### src/design/tbs_pkg.sv
`default_nettype none
// ----------------------------------------------------------------------------
// tbs_pkg
// Shared types and constants of the timer bank scheduler.
// ----------------------------------------------------------------------------
package tbs_pkg;

    localparam int TIME_W      = 32;
    localparam int IVL_W       = 31;
    localparam int ID_W        = 4;
    localparam int MAX_RESULTS = 16;
    localparam int REP_W       = $clog2(MAX_RESULTS + 1);

    typedef enum logic [1:0] {
        OP_CREATE = 2'd0,
        OP_DELETE = 2'd1,
        OP_TICK   = 2'd2
    } op_t;

    typedef enum logic [2:0] {
        ST_CREATED = 3'd0,
        ST_DELETED = 3'd1,
        ST_FIRED   = 3'd2,
        ST_NONE    = 3'd3,
        ST_FAILED  = 3'd4
    } status_t;

    typedef enum logic [2:0] {
        S_IDLE,
        S_CREATE,
        S_TICK,
        S_FINISH,
        S_SINGLE
    } state_t;

    typedef struct packed {
        status_t           status;
        logic [ID_W-1:0]   id;
        logic              last;
    } rsp_beat_t;

endpackage
`default_nettype wire

### src/design/tbs_if.sv
`default_nettype none
// ----------------------------------------------------------------------------
// tbs_if
// Command and response channels of the timer bank scheduler.
// ----------------------------------------------------------------------------
interface tbs_cmd_if;
    logic        valid;
    logic        ready;
    logic [1:0]  operation;
    logic [30:0] interval;
    logic        repeat_mode;
    logic [3:0]  timer_id;

    modport source (output valid, output operation, output interval,
                    output repeat_mode, output timer_id, input ready);
    modport sink   (input valid, input operation, input interval,
                    input repeat_mode, input timer_id, output ready);
endinterface

interface tbs_rsp_if;
    logic       valid;
    logic       ready;
    logic [2:0] status;
    logic [3:0] result_id;
    logic       last;

    modport source (output valid, output status, output result_id,
                    output last, input ready);
    modport sink   (input valid, input status, input result_id,
                    input last, output ready);
endinterface
`default_nettype wire

### src/design/timer_bank_scheduler_core.sv
`default_nettype none
// ----------------------------------------------------------------------------
// Create checks one slot per cycle until it finds a free one, where it waits
//   for the response register; tick reads one slot from the timer RAM per
//   cycle, holding when a fired beat finds the response register full.
// Throughput: one command at a time; the next is taken once the last beat
//   of the current one is in the response register.
// Reset clears the used and periodic flags and the time counter, not the RAM.
// ----------------------------------------------------------------------------
// timer_bank_scheduler_core
// Bank of one-shot and periodic timers driven by a tick counter.
// ----------------------------------------------------------------------------
module timer_bank_scheduler_core #(
    parameter int NUM_TIMERS = 16
) (
    input  logic      clk,
    input  logic      rst_n,
    tbs_cmd_if.sink   cmd,
    tbs_rsp_if.source rsp
);
    import tbs_pkg::*;

    localparam int IDW = (NUM_TIMERS > 1) ? $clog2(NUM_TIMERS) : 1;
    localparam int CW  = $clog2(NUM_TIMERS + 1);
    localparam int SW  = IVL_W + TIME_W;
    localparam logic [CW-1:0]    LAST_CNT = CW'(NUM_TIMERS);
    localparam logic [REP_W-1:0] REP_MAX  = REP_W'(MAX_RESULTS);

    state_t                  state_reg, state_next;
    logic [TIME_W-1:0]       now_reg, now_next;
    logic [NUM_TIMERS-1:0]   used_reg, used_next;
    logic [NUM_TIMERS-1:0]   per_reg, per_next;
    logic [1:0]              op_reg, op_next;
    logic [IVL_W-1:0]        ivl_reg, ivl_next;
    logic                    rep_mode_reg, rep_mode_next;
    logic [ID_W-1:0]         tid_reg, tid_next;
    logic [CW-1:0]           cnt_reg, cnt_next;
    logic                    ev_valid_reg, ev_valid_next;
    logic [IDW-1:0]          ev_idx_reg, ev_idx_next;
    logic                    pend_valid_reg, pend_valid_next;
    logic [ID_W-1:0]         pend_id_reg, pend_id_next;
    logic [REP_W-1:0]        rep_cnt_reg, rep_cnt_next;

    logic                    cmd_acc;
    logic [IDW-1:0]          cnt_idx;
    logic [IDW+ID_W-1:0]     cnt_id_ext, ev_id_ext;
    logic [ID_W-1:0]         cnt_id, ev_id;
    logic                    scan_end, slot_free;
    logic [NUM_TIMERS-1:0]   tid_hot;
    logic                    del_hit;
    logic [SW-1:0]           ram_rdata, ram_wdata;
    logic [IVL_W-1:0]        rd_ivl, ivl_sel;
    logic [TIME_W-1:0]       rd_dl, diff, new_dl;
    logic                    due, ev_fire, ev_rep, tick_stall;
    logic                    ram_we, ram_re;
    logic [IDW-1:0]          ram_waddr, ram_raddr;
    logic                    out_free, emit;
    rsp_beat_t               beat;

    assign cmd_acc   = cmd.valid && cmd.ready;
    assign cmd.ready = (state_reg == S_IDLE);

    assign cnt_idx    = cnt_reg[IDW-1:0];
    assign cnt_id_ext = {{ID_W{1'b0}}, cnt_idx};
    assign cnt_id     = cnt_id_ext[ID_W-1:0];
    assign ev_id_ext  = {{ID_W{1'b0}}, ev_idx_reg};
    assign ev_id      = ev_id_ext[ID_W-1:0];
    assign scan_end   = (cnt_reg == LAST_CNT);
    assign slot_free  = !used_reg[cnt_idx];

    always_comb
    begin
        for (int i = 0; i < NUM_TIMERS; i++)
        begin
            tid_hot[i] = ({{(32-ID_W){1'b0}}, tid_reg} == 32'(i));
        end
    end

    assign del_hit = |(used_reg & tid_hot);

    assign rd_ivl  = ram_rdata[SW-1:TIME_W];
    assign rd_dl   = ram_rdata[TIME_W-1:0];
    assign diff    = now_reg - rd_dl;
    assign due     = (diff != '0) && !diff[TIME_W-1];
    assign ev_fire = ev_valid_reg && used_reg[ev_idx_reg] && due;
    assign ev_rep  = ev_fire && (rep_cnt_reg < REP_MAX);
    assign tick_stall = ev_rep && pend_valid_reg && !out_free;

    assign ivl_sel   = (state_reg == S_TICK) ? rd_ivl : ivl_reg;
    assign new_dl    = now_reg + {1'b0, ivl_sel};
    assign ram_wdata = {ivl_sel, new_dl};

    always_comb
    begin
        state_next = state_reg;
        case (state_reg)
            S_IDLE:
            begin
                if (cmd_acc)
                begin
                    case (cmd.operation)
                        OP_CREATE: state_next = S_CREATE;
                        OP_TICK:   state_next = S_TICK;
                        default:   state_next = S_SINGLE;
                    endcase
                end
            end
            S_CREATE:
            begin
                if ((scan_end || slot_free) && out_free)
                begin
                    state_next = S_IDLE;
                end
            end
            S_TICK:
            begin
                if (scan_end && !tick_stall)
                begin
                    state_next = S_FINISH;
                end
            end
            S_FINISH, S_SINGLE:
            begin
                if (out_free)
                begin
                    state_next = S_IDLE;
                end
            end
            default:
            begin
                state_next = S_IDLE;
            end
        endcase
    end

    always_comb
    begin
        now_next        = now_reg;
        used_next       = used_reg;
        per_next        = per_reg;
        op_next         = op_reg;
        ivl_next        = ivl_reg;
        rep_mode_next   = rep_mode_reg;
        tid_next        = tid_reg;
        cnt_next        = cnt_reg;
        ev_valid_next   = ev_valid_reg;
        ev_idx_next     = ev_idx_reg;
        pend_valid_next = pend_valid_reg;
        pend_id_next    = pend_id_reg;
        rep_cnt_next    = rep_cnt_reg;
        ram_we          = 1'b0;
        ram_waddr       = cnt_idx;
        ram_re          = 1'b0;
        ram_raddr       = cnt_idx;
        emit            = 1'b0;
        beat            = '{status: ST_FAILED, id: '0, last: 1'b1};
        case (state_reg)
            S_IDLE:
            begin
                if (cmd_acc)
                begin
                    op_next         = cmd.operation;
                    ivl_next        = cmd.interval;
                    rep_mode_next   = cmd.repeat_mode;
                    tid_next        = cmd.timer_id;
                    cnt_next        = '0;
                    ev_valid_next   = 1'b0;
                    pend_valid_next = 1'b0;
                    rep_cnt_next    = '0;
                    if (cmd.operation == OP_TICK)
                    begin
                        now_next = now_reg + 32'd1;
                    end
                end
            end
            S_CREATE:
            begin
                if (scan_end)
                begin
                    emit = out_free;
                end
                else if (slot_free)
                begin
                    if (out_free)
                    begin
                        emit               = 1'b1;
                        beat               = '{status: ST_CREATED, id: cnt_id, last: 1'b1};
                        ram_we             = 1'b1;
                        used_next[cnt_idx] = 1'b1;
                        per_next[cnt_idx]  = rep_mode_reg;
                    end
                end
                else
                begin
                    cnt_next = cnt_reg + 1'b1;
                end
            end
            S_TICK:
            begin
                if (!tick_stall)
                begin
                    if (ev_fire)
                    begin
                        if (per_reg[ev_idx_reg])
                        begin
                            ram_we    = 1'b1;
                            ram_waddr = ev_idx_reg;
                        end
                        else
                        begin
                            used_next[ev_idx_reg] = 1'b0;
                        end
                    end
                    if (ev_rep)
                    begin
                        if (pend_valid_reg)
                        begin
                            emit = 1'b1;
                            beat = '{status: ST_FIRED, id: pend_id_reg, last: 1'b0};
                        end
                        pend_valid_next = 1'b1;
                        pend_id_next    = ev_id;
                        rep_cnt_next    = rep_cnt_reg + 1'b1;
                    end
                    if (!scan_end)
                    begin
                        ram_re        = 1'b1;
                        cnt_next      = cnt_reg + 1'b1;
                        ev_valid_next = 1'b1;
                        ev_idx_next   = cnt_idx;
                    end
                    else
                    begin
                        ev_valid_next = 1'b0;
                    end
                end
            end
            S_FINISH:
            begin
                if (out_free)
                begin
                    emit            = 1'b1;
                    pend_valid_next = 1'b0;
                    if (pend_valid_reg)
                    begin
                        beat = '{status: ST_FIRED, id: pend_id_reg, last: 1'b1};
                    end
                    else
                    begin
                        beat = '{status: ST_NONE, id: '0, last: 1'b1};
                    end
                end
            end
            S_SINGLE:
            begin
                if (out_free)
                begin
                    emit = 1'b1;
                    if (op_reg == OP_DELETE)
                    begin
                        if (del_hit)
                        begin
                            used_next = used_reg & ~tid_hot;
                            beat      = '{status: ST_DELETED, id: tid_reg, last: 1'b1};
                        end
                        else
                        begin
                            beat = '{status: ST_FAILED, id: tid_reg, last: 1'b1};
                        end
                    end
                end
            end
            default:
            begin
                emit = 1'b0;
            end
        endcase
    end

    always_ff @(posedge clk or negedge rst_n)
    begin
        if (!rst_n)
        begin
            state_reg      <= S_IDLE;
            now_reg        <= '0;
            used_reg       <= '0;
            per_reg        <= '0;
            cnt_reg        <= '0;
            ev_valid_reg   <= 1'b0;
            pend_valid_reg <= 1'b0;
            rep_cnt_reg    <= '0;
        end
        else
        begin
            state_reg      <= state_next;
            now_reg        <= now_next;
            used_reg       <= used_next;
            per_reg        <= per_next;
            cnt_reg        <= cnt_next;
            ev_valid_reg   <= ev_valid_next;
            pend_valid_reg <= pend_valid_next;
            rep_cnt_reg    <= rep_cnt_next;
        end
    end

    always_ff @(posedge clk)
    begin
        op_reg       <= op_next;
        ivl_reg      <= ivl_next;
        rep_mode_reg <= rep_mode_next;
        tid_reg      <= tid_next;
        ev_idx_reg   <= ev_idx_next;
        pend_id_reg  <= pend_id_next;
    end

    tbs_ram #(
        .WIDTH (SW),
        .DEPTH (NUM_TIMERS)
    ) u_slot_ram (
        .clk   (clk),
        .we    (ram_we),
        .waddr (ram_waddr),
        .wdata (ram_wdata),
        .re    (ram_re),
        .raddr (ram_raddr),
        .rdata (ram_rdata)
    );

    tbs_out_stage u_out_stage (
        .clk   (clk),
        .rst_n (rst_n),
        .load  (emit),
        .beat  (beat),
        .free  (out_free),
        .rsp   (rsp)
    );

    a_now_advance: assert property (@(posedge clk) disable iff (!rst_n)
        (cmd.valid && cmd.ready && cmd.operation == OP_TICK)
        |=> (now_reg == $past(now_reg) + 32'd1))
        else $error("time counter did not advance on tick");

    a_ram_write_busy: assert property (@(posedge clk) disable iff (!rst_n)
        ram_we |-> (state_reg == S_CREATE || state_reg == S_TICK))
        else $error("slot RAM written outside create or tick");

    a_pend_scope: assert property (@(posedge clk) disable iff (!rst_n)
        pend_valid_reg |-> (state_reg == S_TICK || state_reg == S_FINISH))
        else $error("pending fired beat outside tick");

    a_rep_bound: assert property (@(posedge clk) disable iff (!rst_n)
        rep_cnt_reg <= REP_MAX)
        else $error("fired beat count beyond limit");

endmodule
`default_nettype wire

### src/design/tbs_ram.sv
`default_nettype none
// ----------------------------------------------------------------------------
// tbs_ram
// Generic single-write, single-read RAM with registered read data.
// ----------------------------------------------------------------------------
module tbs_ram #(
    parameter int WIDTH = 8,
    parameter int DEPTH = 16
) (
    input  logic                                   clk,
    input  logic                                   we,
    input  logic [((DEPTH > 1) ? $clog2(DEPTH) : 1)-1:0] waddr,
    input  logic [WIDTH-1:0]                       wdata,
    input  logic                                   re,
    input  logic [((DEPTH > 1) ? $clog2(DEPTH) : 1)-1:0] raddr,
    output logic [WIDTH-1:0]                       rdata
);

    logic [WIDTH-1:0] mem [DEPTH];
    logic [WIDTH-1:0] rdata_reg;

    always_ff @(posedge clk)
    begin
        if (we)
        begin
            mem[waddr] <= wdata;
        end
        if (re)
        begin
            rdata_reg <= mem[raddr];
        end
    end

    assign rdata = rdata_reg;

endmodule
`default_nettype wire

### src/design/tbs_out_stage.sv
`default_nettype none
// ----------------------------------------------------------------------------
// tbs_out_stage
// Response register: holds one beat until the sink takes it.
// ----------------------------------------------------------------------------
module tbs_out_stage (
    input  logic               clk,
    input  logic               rst_n,
    input  logic               load,
    input  tbs_pkg::rsp_beat_t beat,
    output logic               free,
    tbs_rsp_if.source          rsp
);
    import tbs_pkg::*;

    logic      valid_reg;
    logic      valid_next;
    rsp_beat_t beat_reg;

    assign free = !valid_reg || rsp.ready;

    always_comb
    begin
        valid_next = valid_reg;
        if (load)
        begin
            valid_next = 1'b1;
        end
        else if (rsp.ready)
        begin
            valid_next = 1'b0;
        end
    end

    always_ff @(posedge clk or negedge rst_n)
    begin
        if (!rst_n)
        begin
            valid_reg <= 1'b0;
        end
        else
        begin
            valid_reg <= valid_next;
        end
    end

    always_ff @(posedge clk)
    begin
        if (load)
        begin
            beat_reg <= beat;
        end
    end

    assign rsp.valid     = valid_reg;
    assign rsp.status    = beat_reg.status;
    assign rsp.result_id = beat_reg.id;
    assign rsp.last      = beat_reg.last;

endmodule
`default_nettype wire
### src/flat_wrapper.sv
// flat-port wrapper written by rule: the top's interface ports become plain ports
module timer_bank_scheduler_core_flat import tbs_pkg::*;
#(
    parameter int NUM_TIMERS = 16
)
  (clk, rst_n, cmd_valid, cmd_operation, cmd_interval, cmd_repeat_mode, cmd_timer_id, cmd_ready, rsp_valid, rsp_status, rsp_result_id, rsp_last, rsp_ready);
  tbs_cmd_if cmd_i ();
  tbs_rsp_if rsp_i ();
  input  logic clk;
  input  logic rst_n;
  input wire logic [$bits(cmd_i.valid)-1:0] cmd_valid;
  input wire logic [$bits(cmd_i.operation)-1:0] cmd_operation;
  input wire logic [$bits(cmd_i.interval)-1:0] cmd_interval;
  input wire logic [$bits(cmd_i.repeat_mode)-1:0] cmd_repeat_mode;
  input wire logic [$bits(cmd_i.timer_id)-1:0] cmd_timer_id;
  output wire logic [$bits(cmd_i.ready)-1:0] cmd_ready;
  output wire logic [$bits(rsp_i.valid)-1:0] rsp_valid;
  output wire logic [$bits(rsp_i.status)-1:0] rsp_status;
  output wire logic [$bits(rsp_i.result_id)-1:0] rsp_result_id;
  output wire logic [$bits(rsp_i.last)-1:0] rsp_last;
  input wire logic [$bits(rsp_i.ready)-1:0] rsp_ready;
  assign cmd_i.valid = cmd_valid;
  assign cmd_i.operation = cmd_operation;
  assign cmd_i.interval = cmd_interval;
  assign cmd_i.repeat_mode = cmd_repeat_mode;
  assign cmd_i.timer_id = cmd_timer_id;
  assign cmd_ready = cmd_i.ready;
  assign rsp_valid = rsp_i.valid;
  assign rsp_status = rsp_i.status;
  assign rsp_result_id = rsp_i.result_id;
  assign rsp_last = rsp_i.last;
  assign rsp_i.ready = rsp_ready;
  timer_bank_scheduler_core #(.NUM_TIMERS(NUM_TIMERS)) u_core (.clk(clk), .rst_n(rst_n), .cmd(cmd_i), .rsp(rsp_i));
endmodule
### config.mk
export PLATFORM = sky130hd
export DESIGN_NAME = timer_bank_scheduler_core_flat
export DESIGN_NICKNAME = d
export VERILOG_FILES = /design/src/design/tbs_pkg.sv /design/src/design/tbs_if.sv /design/src/design/timer_bank_scheduler_core.sv /design/src/design/tbs_ram.sv /design/src/design/tbs_out_stage.sv /design/src/flat_wrapper.sv
export SDC_FILE = /design/constraint.sdc
export NUM_CORES = 1
export LEC_CHECK = 0
export ABC_AREA = 0
export ABC_CLOCK_PERIOD_IN_PS = 17300
export BUFFER_PORTS_ARGS = -buffer_cell sky130_fd_sc_hd__buf_4
export CAP_MARGIN = 20
export CORE_ASPECT_RATIO = 1.4
export CORE_MARGIN = 2
export CORE_UTILIZATION = 30
export DETAILED_ROUTE_END_ITERATION = 7
export PLACE_DENSITY = 0.5
export SYNTH_ARGS = -nofsm -noshare
export SYNTH_HDL_FRONTEND = slang
export SYNTH_SLANG_ARGS = --single-unit
### constraint.sdc
create_clock -name clk -period 17.3 [get_ports clk]
set_input_delay 5.19 -clock clk [delete_from_list [all_inputs] [get_ports clk]]
set_output_delay 5.19 -clock clk [all_outputs]
set_load 0.03 [all_outputs]
After elaboration in Yosys (flattened, before gate mapping):

Memories as Yosys holds them, arrays and structs flattened. A register that Yosys moved wholly into a read port is not among the register bits.
Cells that the tools add are included.

* add/subtract/negate cells: 5
* muxes and demuxes: 79
* equality and inequality tests: 39
* reductions and logical operators: 40
* $lt $le $gt $ge: 5
* bitwise gates (word level): 9

Operators by type and width (number)
* two-way mux 16 bit: 9
* two-way mux 8 bit: 10
* AND 16 bit: 3
* one-hot mux 16 bit (3 select lines): 1
* two-way mux 5 bit: 7
* adder 32 x 1 -> 32 bit, second input constant: 1
* adder 32 x 31 -> 32 bit: 1
* == test 4 bit, second input constant: 8
* inverter 16 bit: 2
* one-hot mux 8 bit (4 select lines): 1
* nonzero test 32 bit: 1
* subtractor 32 bit: 1
* two-way mux 31 bit: 1
* two-way mux 1 bit: 27
* != test 2 x 1 -> 1 bit, second input constant: 10
* bitwise mux 16 bit: 1
* == test 4 x 3 -> 1 bit, second input constant: 4
* two-way mux 4 bit: 4
* OR 16 bit: 1
* OR reduction 16 bit: 1
* one-hot mux 5 bit (3 select lines): 1
* != test 2 bit, second input constant: 7
* binary-select mux 1 bit (select 4 bit): 3
* two-way mux 3 bit: 4
* other kinds (35): 68

* register bits: 134
* output and inout bits: 10
* bits in writable memories: 1008
* memories: 1
* word-level logic and storage cells: 196
* input bits: 42

Memories
* u_core.u_slot_ram.mem: depth 16, bits a word 63, read ports 1, clocked after Yosys merged registers in 1, write ports 1, line tbs_ram.sv:19 `logic [WIDTH-1:0] mem [DEPTH];`

Longest topological paths before layout:

Gate-level depths: netlist (run 1).

* depth after elaboration: 11
* mapped depth: 21

By module:

From an unflattened synthesis (run 1), not the netlist that was laid out.

* cells, all modules: 2770
* area, all modules: 49846.6 um2

By module, submodules not included
* tbs_ram: times used 1, area an instance 39620.5 um2, cells each 1622
* timer_bank_scheduler_core: times used 1, area an instance 9938.3 um2, cells each 1137
* tbs_out_stage: times used 1, area an instance 287.8 um2, cells each 11

Worst setup path before layout (run 1):

OpenSTA, ideal clock, no wires.

* path type: input -> register
* start point: in rsp_ready
* end point: mem u_core.u_slot_ram.mem[11][0] (netlist bit), enable pin
* setup time: 0.581 ns
* stages: 7
* arrival time: 11.154 ns
* slack: 5.565 ns
* required time: 16.719 ns
* buffers on the path: 1
* cells stage by stage: nand2b_1 -> clkbuf_1 -> and3_1 -> nand2_1 -> nor3b_2 -> inv_1 -> o32ai_1

* word-level cells in the longest chain between the ends: 7
* elaborated cells on any way between the ends: 12

RTL lines
* start: declaration: line flat_wrapper.sv:21 `input wire logic [$bits(rsp_i.ready)-1:0] rsp_ready;`
* logical OR 1 bit (*): line tbs_out_stage.sv:20 `assign free = !valid_reg || rsp.ready;`
* two-way mux 1 bit or logical NOT 1 bit (tied branches): line timer_bank_scheduler_core.sv:184, timer_bank_scheduler_core.sv:87
* two-way mux 1 bit or logical AND 1 bit (tied branches): line timer_bank_scheduler_core.sv:182, timer_bank_scheduler_core.sv:87
* two-way mux 1 bit, on equally long branches: line timer_bank_scheduler_core.sv:178, timer_bank_scheduler_core.sv:200
* one-hot mux 1 bit (2 select lines): line timer_bank_scheduler_core.sv:157 `case (state_reg)`
* two-way mux 1 bit: line tbs_ram.sv:24 `if (we)`
* two-way mux 1 bit (not written as such): line tbs_ram.sv:26 `mem[waddr] <= wdata;`
* end: declaration: line tbs_ram.sv:19

Every way passes the cells marked *; elsewhere a longest branch is shown, timed or not.

Final worst setup path (run 1):

* start point: in rsp_ready
* end point: mem u_core.u_slot_ram.mem[10][54] (netlist bit), enable pin

Same word-level chain as after synthesis.

==> flow_summary.json, run 1 <==
{
  "grtUsageTotal": 0.154,
  "clk_latency_ns": 0.74,
  "synth_ff_type": "edfxtp_1",
  "cts_root_buf": "clkbuf_16",
  "hold_path_class": "register to register",
  "powerDensity_nw_per_um2": 150,
  "hold_depth": 1,
  "ir_drop_uv": 94.7,
  "drtPass1Iterations": 5,
  "crit_type": "input pin to register",
  "antenna_left": 0,
  "finalSetupTns_ns": 0,
  "power.internal_uw": 6050,
  "slew_violations": 0,
  "slowest_delay_ns": 0.76,
  "period_share": 0.480,
  "gp_congestion": 0.870,
  "ys_ff_latch": 1205,
  "yosys_warnings": 0,
  "grt_pass1_vias": 27000,
  "slew_headroom": 0.247,
  "cts_buffer_depth": 3,
  "htree_levels": 3,
  "syn-instance-count": 2619,
  "drc": 0,
  "final_util": 0.346,
  "path_cells": "buf_4, nand2b_1, and3_1, nand2_1, nor3b_2, inv_1, o22ai_4, buf_4, buf_4",
  "clock.fmax_ghz": 0.120,
  "synth_area_leaders": "edfxtp_1 (68%), mux4_2 (15%), dfrtp_1 (4.0%)",
  "finish.net_count": 2851,
  "critical-path-top-delay-family": "simple AND/OR/NAND/NOR gates",
  "swShare": 0.297,
  "met3_usage": 0.0193,
  "die_w_um": 349,
  "cp.arrival_ns": 8.66,
  "reg2reg_to": "u_core.u_slot_ram.mem[12][58]",
  "cts_resized": 0,
  "cts_tree": "built",
  "syn_nets": 2731,
  "path_clk_slew_ns": 0.07,
  "async_reset_ff_frac": 0.0664,
  "reg2reg_setup_slack_ns": 10.57,
  "viasPerCell": 5.09,
  "dr_total_vias": 25400,
  "dieArea_sq_um": 170000,
  "power_frac_clock": 0.303,
  "power.leakage_uw": 0.0184,
  "postSynthAreaPerCell_sq_um": 19.1,
  "start_util": 0.302,
  "largest_reg_flops": 1008,
  "path_buf_inv": 4,
  "reg2reg_depth": 16,
  "antenna_found_initial": 3,
  "combPwrFrac": 0.240,
  "syn_area_sq_um": 50000,
  "hpwlAfterDp_um": 82800,
  "post_cts_buffers": 0,
  "grt_pass1_wl_um": 192000,
  "area_growth_pct": 14.8,
  "cp.required_ns": 17.65,
  "yosysMostFrequentCell": "edfxtp_1",
  "finalSetupViolCount": 0,
  "die_y_um": 487,
  "io_buffer_count": 51,
  "end_kind": "register",
  "critPathMaxFanout": 34,
  "met2_usage": 0.281,
  "synth_top_area_cell": "edfxtp_1",
  "cts_hold_buf": 0,
  "seq_power_share": 0.457,
  "p_switching_uw": 2550,
  "maxCapViolCount": 0,
  "min_period_ns": 8.31,
  "crit_top_cell": "buf_4",
  "reg2reg_from": "u_core.now_reg[1]",
  "hold_violations": 0,
  "use_met1": 0.189,
  "grt_start_max_net_pins": 139,
  "status": "finished clean",
  "hold_path_end": "u_core.cnt_reg[4]",
  "cts.sinks": 1205,
  "rsz0062_at_grt": "no",
  "holdCritStartpoint": "u_core.cnt_reg[4]",
  "dr.first_iter.drc_count": 2199,
  "cts_buffers": 115,
  "coreArea_sq_um": 166000,
  "clock_skew_ns": 0.0465,
  "drt-wirelength-per-cell_um": 26.2,
  "seq_area_frac_synth": 0.715,
  "synth-edff-count": 1125,
  "synth_common_cells": "edfxtp_1 (1125), mux4_2 (330), nand2_1 (115)",
  "worstMarginPinSlew_ns": 1.13,
  "drive_above_1_share": 0.255,
  "fillCellCount": 15400,
  "cp_slowest_cell": "nor3b_2",
  "synth_top_area_frac": 0.675,
  "ys_types": 76,
  "wl_um": 131000,
  "num_io_pins": 52,
  "row_count": 177,
  "top_usage_layer": "met2",
  "grt_overflow": 0,
  "worstSetupStartpointType": "input pin"
}
[cell type report]
class	count	area [sq um]	area share
clock buffer	144	3030	0.0527
multi-input combinational	1230	13800	0.240
inverter	63	236	0.00412
tap	2148	2690	0.0468
antenna	1	2.50	0.0000436
clock inverter	74	886	0.0154
timing repair buffer	124	992	0.0173
sequential	1205	35800	0.623
[per-stage QoR]
stage | hold slack, ns | total power, uW | instances | cell area (sq um) | setup WS, ns
2_1_floorplan | 0.423 | 5270 | 2619 | 50000 | 5.57
3_5_place_dp | 0.480 | 6090 | 4762 | 53500 | 8.29
6_report | 0.490 | 8600 | 4989 | 57400 | 8.99
4_1_cts | 0.496 | 8700 | 4980 | 57400 | 9.07
5_1_grt | 0.508 | 8970 | 4989 | 57400 | 8.86
3_3_place_gp | 0.474 | 6030 | 4755 | 53400 | 8.24
[worst reg2reg max path, delay by kind of cell, from the launching register on]
family | cells | cell delay, ns
adder cells (fa/ha/maj) | 1 | 0.48
AO/OA/AOI/OAI | 5 | 1.68
flip-flops | 1 | 0.54
buffers and inverters | 3 | 1.49
AND/OR/NAND/NOR | 6 | 1.82
XOR/XNOR | 1 | 0.31
[power groups by stage]
stage | logic (uW) | registers (uW) | clock network, uW
after CTS | 2100 | 3940 | 2670
after global routing | 2240 | 3950 | 2780
after floorplan | 1380 | 3890 | 0
after detailed placement | 2090 | 4000 | 0
final | 2060 | 3930 | 2610
after global placement | 2030 | 4000 | 0
[cell usage in the layout (no fill, tap or decap), drive strengths merged, types with 8 or more instances in the layout]
| master | Yosys | final |
|---|---|---|
| edfxtp | 1125 | 1125 |
| mux4 | 330 | 330 |
| clkbuf | 72 | 144 |
| buf | 49 | 124 |
| nand2 | 115 | 115 |
| a21oi | 99 | 99 |
| dfrtp | 80 | 80 |
| nor2 | 72 | 72 |
| ha | 68 | 68 |
| inv | 63 | 67 |
| o21ai | 64 | 64 |
| xnor2 | 54 | 54 |
| clkinv | 0 | 49 |
| mux2 | 46 | 46 |
| nand3 | 45 | 45 |
| nor3 | 28 | 28 |
| nand4 | 28 | 28 |
| a21o | 23 | 23 |
| nand2b | 23 | 23 |
| xor2 | 22 | 22 |
| bufinv | 0 | 17 |
| and3 | 15 | 15 |
| o31ai | 15 | 15 |
| nand3b | 12 | 12 |
| nor2b | 11 | 11 |
| a211oi | 10 | 10 |
| a31oi | 10 | 10 |
| o21a | 9 | 9 |
| nor4 | 9 | 9 |
| mux2i | 8 | 8 |
| or3 | 8 | 8 |
[routing by layer]
layer | part of all wire | wire [um] | vias to the layer above
met4 | 0.027 | 3600 | 0
met3 | 0.035 | 4520 | 165
li1 | - | - | 11000
met1 | 0.40 | 52700 | 13700
met2 | 0.54 | 70100 | 555
met5 | 0 | 0 | -
[worst max path at each step]
stage / start / end / slack, ns / cells after the start
floorplan: rsp_ready / u_core.u_slot_ram.mem[11][0] / 5.57 / 7
CTS: rsp_ready / u_core.u_slot_ram.mem[10][54] / 9.07 / 9
global route: rsp_ready / u_core.u_slot_ram.mem[10][54] / 8.86 / 9
finish: rsp_ready / u_core.u_slot_ram.mem[10][54] / 8.99 / 9
detailed placement: rsp_ready / u_core.u_slot_ram.mem[10][59] / 8.29 / 9
global placement: rsp_ready / u_core.u_slot_ram.mem[6][39] / 8.24 / 8
[logic make-up after synthesis]
group	synth area share
AOI/OAI and AO/OA	0.0384
xor gates and xnor gates	0.0133
adders and majority gates	0.0178
buffers and inverters	0.0144
DFF	0.715
muxes	0.160
and+or+nand+nor	0.0407
Note: power is estimated with default switching activity, not from simulation.
==> run 2, diff against run 1 <==
ABC_AREA = 1   (was 0)
ABC_CLOCK_PERIOD_IN_PS = 8150   (was 17300)
clock period = 8.15 ns   (was 17.3 ns; I/O delays follow)
==> flow_summary.json, run 2 <==
{
  "finalSetupTns_ns": 0,
  "ys_ff_latch": 1205,
  "cts_resized": 0,
  "dieArea_sq_um": 175000,
  "viasPerCell": 5.01,
  "syn_area_sq_um": 51600,
  "seq_area_frac_synth": 0.693,
  "reg2reg_setup_slack_ns": 2.55,
  "synth-edff-count": 1125,
  "synth_area_leaders": "edfxtp_1 (65%), o21ai_0 (5.7%), nand2_1 (5.5%)",
  "reg2reg_depth": 20,
  "hold_path_class": "register to register",
  "worstMarginPinSlew_ns": 1.05,
  "hold_depth": 2,
  "hold_path_end": "u_core.used_reg[1]",
  "finalSetupViolCount": 0,
  "grt_pass1_vias": 34200,
  "cts_hold_buf": 0,
  "path_clk_slew_ns": 0.06,
  "grt_overflow": 0,
  "hold_ws_ns": 0.489,
  "maxCapViolCount": 0,
  "grtUsageTotal": 0.169,
  "met2_usage": 0.303,
  "postSynthAreaPerCell_sq_um": 11.5,
  "die_w_um": 355,
  "end_kind": "register",
  "met3_usage": 0.0196,
  "power.leakage_uw": 0.0206,
  "reg2reg_to": "u_core.u_slot_ram.mem[2][23]",
  "synth_top_area_cell": "edfxtp_1",
  "finish.net_count": 4656,
  "largest_reg_flops": 1008,
  "ys_types": 59,
  "row_count": 180,
  "grt_start_max_net_pins": 175,
  "num_io_pins": 52,
  "io_buffer_count": 51,
  "rsz0062_at_grt": "no",
  "start_util": 0.301,
  "wl_um": 150000,
  "drt-wirelength-per-cell_um": 21.7,
  "hold_violations": 0,
  "crit_type": "input pin to register",
  "reg2reg_from": "u_core.state_reg[1]",
  "status": "complete, but fails checks",
  "antenna_left": 0,
  "fillCellCount": 17000,
  "synth_common_cells": "edfxtp_1 (1125), nand2_1 (761), nor2_1 (648)",
  "clock_skew_ns": 0.0667,
  "min_period_ns": 5.81,
  "powerDensity_nw_per_um2": 319,
  "worstSetupStartpointType": "input pin",
  "critPathMaxFanout": 29,
  "cts_tree": "built",
  "slew_headroom": 0.298,
  "yosysMostFrequentCell": "edfxtp_1",
  "ir_drop_uv": 237,
  "synth_ff_type": "edfxtp_1",
  "coreArea_sq_um": 171000,
  "placed_cell_area_sq_um": 55100,
  "final_cell_mix": "edfxtp_1 (1125), nand2_1 (761), nor2_1 (628), o21ai_0 (588), o22ai_1 (259)",
  "holdCritStartpoint": "u_core.used_reg[1]",
  "power.total_uw": 18700,
  "async_reset_ff_frac": 0.0664,
  "design_area_sq_um": 58800,
  "drtPass1Iterations": 8,
  "final_common_cell": "edfxtp_1",
  "cts_buffer_depth": 3,
  "gp_congestion": 0.913,
  "clk_latency_ns": 0.74,
  "cts.sinks": 1205,
  "area_growth_pct": 13.9,
  "hpwlAfterDp_um": 87400,
  "final_util": 0.343,
  "cts_root_buf": "clkbuf_16",
  "grt_pass1_wl_um": 224000,
  "dr_total_vias": 34600,
  "use_met1": 0.210,
  "drc": 1,
  "syn-instance-count": 4497,
  "violations": "DRC",
  "syn_nets": 4609,
  "cp.arrival_ns": 6.14,
  "die_y_um": 495,
  "cp.required_ns": 8.47,
  "yosys_warnings": 0,
  "clock.fmax_ghz": 0.172,
  "synth_top_area_frac": 0.655,
  "top_usage_layer": "met2",
  "slew_violations": 0,
  "drive_above_1_share": 0.0884,
  "post_cts_buffers": 0,
  "antenna_found_initial": 2,
  "dr.first_iter.drc_count": 2664,
  "cts_buffers": 111,
  "period_share": 0.713,
  "htree_levels": 3
}
## run 2: cell count changes after synthesis, sizes merged, moves of 33 or more
cell	change
clkbuf	+127
inv	+182
mux2	-46
mux4	-330
nand2	+654
nand3	+52
nand4	+66
nor2	+590
o21ai	+548
o22ai	+252
xnor2	-33
## run 2: cell type report
type | instances | area (sq um) | area share
Multi-Input combinational cell | 2827 | 14200 | 0.242
Inverter | 247 | 945 | 0.0161
Clock buffer | 142 | 2960 | 0.0504
Clock inverter | 65 | 733 | 0.0125
Timing Repair Buffer | 152 | 1250 | 0.0212
Antenna cell | 2 | 5.00 | 0.0000851
Sequential cell | 1205 | 35800 | 0.609
Tap cell | 2275 | 2850 | 0.0484
## run 2: logic make-up after synthesis
group                      synth area share
adders and majority gates            0.0173
AOI/OAI and AO/OA                     0.108
xor gates and xnor gates             0.0114
buffers and inverters                0.0345
and+or+nand+nor                       0.135
DFF                                   0.693
## run 2: critical path, cell delays in order
cell and delay (ns):
buf_4 0.11, nor2_1 0.46, inv_1 0.28, nor2_1 0.33, inv_1 0.11, o2111ai_2 0.46
nand2_1 0.11, nand2_1 0.11, nand3_1 0.31, nor2_4 0.80, buf_4 0.56
## run 2: how the worst max path moves through the flow
stage                     cells past startpoint                start                             to
after floorplan                              10            rsp_ready    u_core.u_slot_ram.mem[4][0]
after global placement                       11            rsp_ready  u_core.u_slot_ram.mem[11][56]
after detailed placement                     11            rsp_ready  u_core.u_slot_ram.mem[11][56]
after CTS                                    19  u_core.state_reg[1]   u_core.u_slot_ram.mem[4][25]
after global routing                         11            rsp_ready  u_core.u_slot_ram.mem[11][30]
final                                        11            rsp_ready  u_core.u_slot_ram.mem[11][30]
## run 2: through the flow
step	cells	setup slack [ns]
after floorplan	4497	1.11
final	6915	2.34
after CTS	6910	2.33
after global routing	6914	2.05
after global placement	6698	1.65
after detailed placement	6703	1.67
## run 2: layer usage
metal  vias to the layer above  wire length [um]
li1                      16200                 -
met1                     17400             62900
met2                       866             76600
met3                       209              6490
met4                         0              4330
met5                         -                 0
## run 2: power breakdown
group          internal, uW  total [uW]  switching, uW  leakage [uW]
combinational          1240        4970           3730       0.00758
sequential             8240        8440            199        0.0112
clock                  2990        5340           2340       0.00180
